<file path="config.mk">
export PLATFORM = sky130hd
export DESIGN_NAME = slt_front
export DESIGN_NICKNAME = d
export VERILOG_FILES = /design/src/rtl/slt_pkg.sv /design/src/rtl/slt_front.sv
export SDC_FILE = /design/constraint.sdc
export NUM_CORES = 1
export LEC_CHECK = 0
export ABC_CLOCK_PERIOD_IN_PS = 4600
export BUFFER_PORTS_ARGS = -buffer_cell sky130_fd_sc_hd__buf_2
export CAP_MARGIN = 25
export CELL_PAD_IN_SITES_DETAIL_PLACEMENT = 0
export CELL_PAD_IN_SITES_GLOBAL_PLACEMENT = 1
export CORE_MARGIN = 4
export CORE_UTILIZATION = 50
export CTS_BUF_LIST = sky130_fd_sc_hd__clkbuf_4 sky130_fd_sc_hd__clkbuf_8
export CTS_CLUSTER_DIAMETER = 150
export DETAILED_ROUTE_END_ITERATION = 8
export HOLD_SLACK_MARGIN = 0.1
export PLACE_DENSITY_LB_ADDON = 0.1
export SYNTH_ARGS = -nofsm -noshare
export SYNTH_HDL_FRONTEND = slang
export SYNTH_SLANG_ARGS = --single-unit
</file>
<file path="constraint.sdc">
create_clock -name clk_i -period 4.6 [get_ports clk_i]
set_clock_uncertainty 0.1 [all_clocks]
set_input_delay 0.92 -clock clk_i [delete_from_list [all_inputs] [get_ports clk_i]]
set_output_delay 0.92 -clock clk_i [all_outputs]
set_load 0.05 [all_outputs]
</file>
<file path="src/rtl/slt_pkg.sv">
`default_nettype none

package slt_pkg;

  // Widths of the result fields.
  localparam int unsigned TYPE_W  = 3;
  localparam int unsigned START_W = 12;
  localparam int unsigned LEN_W   = 13;
  localparam int unsigned SEG_W   = 8;
  localparam int unsigned ERR_W   = 3;

  // Depth of the queue between the lexer and the result formatter.
  localparam int unsigned QUEUE_DEPTH = 2;

  localparam logic KIND_TOKEN   = 1'b0;
  localparam logic KIND_VERDICT = 1'b1;

  localparam logic [7:0] CHAR_LT   = 8'h3C;
  localparam logic [7:0] CHAR_GT   = 8'h3E;
  localparam logic [7:0] CHAR_PIPE = 8'h7C;

  typedef enum logic [TYPE_W-1:0] {
    TOK_STRING  = 3'd0,
    TOK_READ    = 3'd1,
    TOK_WRITE   = 3'd2,
    TOK_PIPE    = 3'd3,
    TOK_HEREDOC = 3'd4,
    TOK_APPEND  = 3'd5
  } tok_type_e;

  typedef enum logic [ERR_W-1:0] {
    ERR_NONE          = 3'd0,
    ERR_LEADING_PIPE  = 3'd1,
    ERR_TRAILING_OP   = 3'd2,
    ERR_REDIR_NO_WORD = 3'd3,
    ERR_DOUBLE_PIPE   = 3'd4
  } err_e;

  // One lexer event: an optional finished token and an optional line verdict.
  typedef struct packed {
    logic               tok_vld;
    tok_type_e          tok_type;
    logic [START_W-1:0] tok_start;
    logic [LEN_W-1:0]   tok_len;
    logic [SEG_W-1:0]   tok_seg;
    logic               eol;
    err_e               err;
  } lex_evt_t;

  function automatic logic is_delim(input logic [7:0] b);
    return (b == 8'h20) || (b == 8'h24) || (b == 8'h09) || (b == 8'h0B) ||
           (b == 8'h0D) || (b == 8'h0A) || (b == 8'h0C);
  endfunction

  function automatic tok_type_e classify(input logic [7:0] f, input logic [7:0] s);
    tok_type_e t;
    t = TOK_STRING;
    if (f == CHAR_LT) begin
      t = (s == CHAR_LT) ? TOK_HEREDOC : TOK_READ;
    end else if (f == CHAR_GT) begin
      t = (s == CHAR_GT) ? TOK_APPEND : TOK_WRITE;
    end else if (f == CHAR_PIPE) begin
      t = TOK_PIPE;
    end
    return t;
  endfunction

endpackage

`default_nettype wire

</file>
<file path="src/rtl/slt_front.sv">
`default_nettype none

module slt_front import slt_pkg::*; #(
  parameter int unsigned LINE_BYTES  = 4096,
  parameter int unsigned SEGMENT_MAX = 255
) (
  input  wire logic       clk_i,
  input  wire logic       rst_ni,
  input  wire logic       in_valid_i,
  output logic            in_ready_o,
  input  wire logic [7:0] line_byte_i,
  input  wire logic       end_of_line_i,
  input  wire logic       q_full_i,
  output logic            push_o,
  output lex_evt_t        evt_o
);

  localparam int unsigned PW = $clog2(LINE_BYTES);
  localparam int unsigned LW = $clog2(LINE_BYTES + 1);
  localparam int unsigned CW = $clog2(SEGMENT_MAX + 1);

  logic          inside_q, inside_d;
  logic [PW-1:0] start_q, start_d;
  logic [LW-1:0] len_q, len_d;
  logic [7:0]    first_q, first_d;
  logic [7:0]    second_q, second_d;
  logic [PW-1:0] pos_q, pos_d;
  tok_type_e     prev_q, prev_d;
  logic          seen_q, seen_d;
  logic [CW-1:0] pipe_q, pipe_d;
  err_e          pend_q, pend_d;

  logic          accept;
  logic          delim;
  logic          tok_fin;
  logic          redir;
  tok_type_e     tok_t;
  err_e          verdict;

  assign in_ready_o = !q_full_i;
  assign accept     = in_valid_i && in_ready_o;
  assign delim      = is_delim(line_byte_i);
  // A token closes on a delimiter after token bytes, or on a token byte at line end.
  assign tok_fin    = (delim && inside_q) || (end_of_line_i && !delim);

  always_comb begin
    start_d  = start_q;
    len_d    = len_q;
    first_d  = first_q;
    second_d = second_q;
    inside_d = inside_q;
    if (delim) begin
      inside_d = 1'b0;
    end else if (!inside_q) begin
      inside_d = 1'b1;
      start_d  = pos_q;
      len_d    = LW'(1);
      first_d  = line_byte_i;
      second_d = 8'h00;
    end else begin
      if (len_q == LW'(1)) begin
        second_d = line_byte_i;
      end
      if (len_q < LW'(LINE_BYTES)) begin
        len_d = len_q + LW'(1);
      end
    end

    pos_d = pos_q;
    if (pos_q < PW'(LINE_BYTES - 1)) begin
      pos_d = pos_q + PW'(1);
    end

    tok_t  = classify(first_d, second_d);
    redir  = (prev_q == TOK_READ) || (prev_q == TOK_WRITE) ||
             (prev_q == TOK_HEREDOC) || (prev_q == TOK_APPEND);
    prev_d = prev_q;
    seen_d = seen_q;
    pipe_d = pipe_q;
    pend_d = pend_q;
    if (tok_fin) begin
      inside_d = 1'b0;
      if (!seen_q) begin
        if (tok_t == TOK_PIPE) begin
          pend_d = ERR_LEADING_PIPE;
        end
      end else if (pend_q == ERR_NONE) begin
        if (redir && tok_t != TOK_STRING) begin
          pend_d = ERR_REDIR_NO_WORD;
        end else if (prev_q == TOK_PIPE && tok_t == TOK_PIPE) begin
          pend_d = ERR_DOUBLE_PIPE;
        end
      end
      prev_d = tok_t;
      seen_d = 1'b1;
      if (tok_t == TOK_PIPE && pipe_q < CW'(SEGMENT_MAX)) begin
        pipe_d = pipe_q + CW'(1);
      end
    end

    priority if (!seen_d) begin
      verdict = ERR_NONE;
    end else if (pend_d == ERR_LEADING_PIPE) begin
      verdict = ERR_LEADING_PIPE;
    end else if (prev_d != TOK_STRING) begin
      verdict = ERR_TRAILING_OP;
    end else begin
      verdict = pend_d;
    end
  end

  always_comb begin
    evt_o.tok_vld   = tok_fin;
    evt_o.tok_type  = tok_t;
    evt_o.tok_start = START_W'(start_d);
    evt_o.tok_len   = LEN_W'(len_d);
    evt_o.tok_seg   = SEG_W'(pipe_q);
    evt_o.eol       = end_of_line_i;
    evt_o.err       = verdict;
  end

  assign push_o = accept && (tok_fin || end_of_line_i);

  always_ff @(posedge clk_i or negedge rst_ni) begin
    if (!rst_ni) begin
      inside_q <= 1'b0;
      start_q  <= '0;
      len_q    <= '0;
      first_q  <= '0;
      second_q <= '0;
      pos_q    <= '0;
      prev_q   <= TOK_STRING;
      seen_q   <= 1'b0;
      pipe_q   <= '0;
      pend_q   <= ERR_NONE;
    end else if (accept) begin
      if (end_of_line_i) begin
        // The line is done: start the next one from a clean state.
        inside_q <= 1'b0;
        start_q  <= '0;
        len_q    <= '0;
        first_q  <= '0;
        second_q <= '0;
        pos_q    <= '0;
        prev_q   <= TOK_STRING;
        seen_q   <= 1'b0;
        pipe_q   <= '0;
        pend_q   <= ERR_NONE;
      end else begin
        inside_q <= inside_d;
        start_q  <= start_d;
        len_q    <= len_d;
        first_q  <= first_d;
        second_q <= second_d;
        pos_q    <= pos_d;
        prev_q   <= prev_d;
        seen_q   <= seen_d;
        pipe_q   <= pipe_d;
        pend_q   <= pend_d;
      end
    end
  end

endmodule

`default_nettype wire

</file>
==> run summary <==
status = completed
largest net degree at the start of global routing = 32
Pre-Repair DR Iteration Count = 4
Setup crit end kind = output pin
final net count = 488
number of flops mapped to enable cells by yosys = 0
Net Count, Synth = 433
standard-cell rows = 32
Residual DRC = 0
cell leakage power = 0.00213 uW
post-synth top area share = 0.430
FILL cells = 707
layout cells sized above 1 = 0.244
CTS tree = built
RSZ-0062 raised after global routing = no
drt wl/cell = 17.3 um
Iter 0 DRT Violations = 172
required time worst endpoint = 3.58 ns
post-DP HPWL = 7060 um
Max Cap Viol = 0
Worst-Margin Slew = 0.887 ns
Overall Power = 1520 uW
final hold vios = 0
core area = 7770 um^2
GRT Residual Overflow = 0
async set or reset register ratio after synthesis = 1.00
Via density = 5.99
vias in the first global route = 3390
die footprint = 9520 um^2
worst-skew pair later-pin latency = 0.35 ns
cts repair resizes = 0
setup TNS = 0 ns
Final min period = 4.23 ns
fin crit share = 0.921
Synth cell types = 64
Routed WL = 9990 um
clk slew on worst S/H paths = 0.08 ns
Worst Path Max Fanout = 8
die height = 97.6 um
port bufs = 55
CTS Sinks = 69
Post-CTS Setup Repair Bufs = 0
Placer Congestion = 0.839
worst path arrival time = 3.21 ns
antenna-violating nets left = 0
synthesized area = 4010 um^2
sequential element share of the synthesized area = 0.430
DR vias = 3465
FMAX = 236 MHz
Die Wd = 97.6 um
Hold Path Stages = 1
CP startpoint kind = primary input
Global Route Usage Sum = 0.215
endpoints failing setup = 0
Worst Hold Class = reg2reg
synth top area cells = dfrtp_1 43%, a22o_1 7.9%, nand2_1 3.8%, nor2_1 3.8%, mux2_2 3.6%
VDD IR max = 0.000213 V
predominant post-synthesis flop cell = dfrtp_1
Placed Instances = 562
Ant. Diodes = 0
Initial Util = 0.517
Worst slew margin = 0.404
io pins = 56
first-pass GRT wire length = 16800 um
fin cells = 578
Cell Pwr Density = 328 nW/um^2
R2R cell count = 10
Pins Over Slew Limit = 0
kind of critical path = in2out
Mapped Avg Cell Area = 9.65 um^2
Mapped Cells = 416
worst-case clock buffer depth = 2
Num CTS Buffers = 9
H-tree depth = 3
CTS Root Cell = clkbuf_8
yosys warns = 0
Layout Area Growth over Synthesis = 15.7%
Post-CTS Hold Buffers = 0
initial antenna violation count = 0
FF+latch count, synth = 69
largest area contributor in the netlist = dfrtp_1
hold slack = 0.405 ns
## cells by family after synthesis
group                    Yosys count  share of synthesized area
XOR/XNOR                          18                     0.0393
AND/OR/NAND/NOR                  167                      0.230
buffers and inverters             26                     0.0278
AO/OA/AOI/OAI                    116                      0.216
multiplexers                      16                     0.0440
flip-flops                        69                      0.430
adder cells (fa/ha/maj)            4                     0.0125
## layout make-up
cell class / instances / area [um^2] / area share
Sequential cell: 69 / 1730 / 0.372
Timing Repair Buffer: 64 / 343 / 0.0738
Tap cell: 102 / 128 / 0.0275
Clock buffer: 9 / 124 / 0.0267
Clock inverter: 7 / 121 / 0.0261
Inverter: 6 / 22.5 / 0.00485
Multi-Input combinational cell: 321 / 2180 / 0.469
## sequential cells by signal, summed over array words and instances, names as in the netlist, 3 cells and up
| name | cells |
|---|---|
| pos_q | 12 |
| len_q | 13 |
| pipe_q | 8 |
| first_q | 8 |
| prev_q | 3 |
| second_q | 8 |
| start_q | 12 |
| pend_q | 3 |
## stage by stage
step	cell area, um^2	util	setup slack (ns)
after global placement	4400	0.566	0.488
after floorplan	4020	-	0.178
final	4640	0.598	0.365
after global routing	4640	0.598	0.123
after CTS	4640	0.598	0.380
after detailed placement	4400	0.566	0.395
## synth_stat cells (all sizes together) (2+ instances only)
library cell   n
o41ai          2
nand4          6
o21a           2
a2bb2oi        2
and3           5
and2           4
a41oi          2
a22o          36
ha             4
o31ai          4
nand2b         4
o22ai          2
a22oi          5
nand3b         3
a21oi         15
nand3         16
or3            9
o21ai         32
nand2         41
nor3          14
a211oi         3
clkbuf        15
inv            6
xnor2          7
nor2          43
nor4           7
or2            2
mux2i          3
buf            5
nor2b          7
and4           4
mux2          13
dfrtp         69
xor2          11
## where the power goes
group | internal [uW] | switching (uW) | total [uW]
Sequential | 634 | 31.6 | 665
Combinational | 76.3 | 163 | 240
Clock | 364 | 253 | 617
## placed cells by master, fill, tap and decap left out, types with 3 or more instances in the layout
| master | instances |
|---|---|
| a21oi_1 | 13 |
| a22o_1 | 36 |
| a22oi_1 | 5 |
| and2_1 | 4 |
| and3_1 | 5 |
| and4_1 | 4 |
| buf_2 | 55 |
| buf_4 | 9 |
| bufinv_16 | 3 |
| clkbuf_8 | 9 |
| dfrtp_1 | 69 |
| ha_1 | 4 |
| inv_1 | 6 |
| mux2_2 | 13 |
| mux2i_1 | 3 |
| nand2_1 | 41 |
| nand2b_1 | 4 |
| nand3_1 | 15 |
| nand4_1 | 6 |
| nor2_1 | 41 |
| nor2b_1 | 7 |
| nor3_1 | 10 |
| nor3_2 | 3 |
| nor4_1 | 4 |
| o21ai_0 | 28 |
| o21ai_1 | 4 |
| o31ai_1 | 4 |
| or3_1 | 8 |
| xnor2_1 | 7 |
| xor2_1 | 11 |
## worst max-delay path, stage by stage
cell       delay (ns)
buf_2            0.13
nor3_1           0.37
o2bb2ai_2        0.23
a211oi_4         0.45
a21oi_4          0.10
and4_1           0.24
nand3b_2         0.23
nor2b_1          0.15
o22ai_1          0.12
buf_2            0.28
## path summary, 6_finish.rpt
check                      slack [ns]                      end                    from
setup / recovery                 0.37                 evt_o[1]          line_byte_i[0]
hold / removal                   0.41   first_q[7]$_DFFE_PN0P_  first_q[7]$_DFFE_PN0P_
setup reg to reg                 1.97    prev_q[1]$_DFFE_PN0P_    len_q[1]$_DFFE_PN0P_
hold reg to reg                  0.41   first_q[7]$_DFFE_PN0P_  first_q[7]$_DFFE_PN0P_
max in group asynchronous        3.04  start_q[11]$_DFFE_PN0P_                  rst_ni
min in group asynchronous        0.53  second_q[5]$_DFFE_PN0P_                  rst_ni
## layer usage
layer,global-route usage,vias up,wire (um)
met1,0.303,1699,4700
li1,-,1655,-
met5,0,-,0
met3,0.0445,13,468
met4,0.0618,0,132
met2,0.335,98,4690
Note: power is estimated with default switching activity, not from simulation.
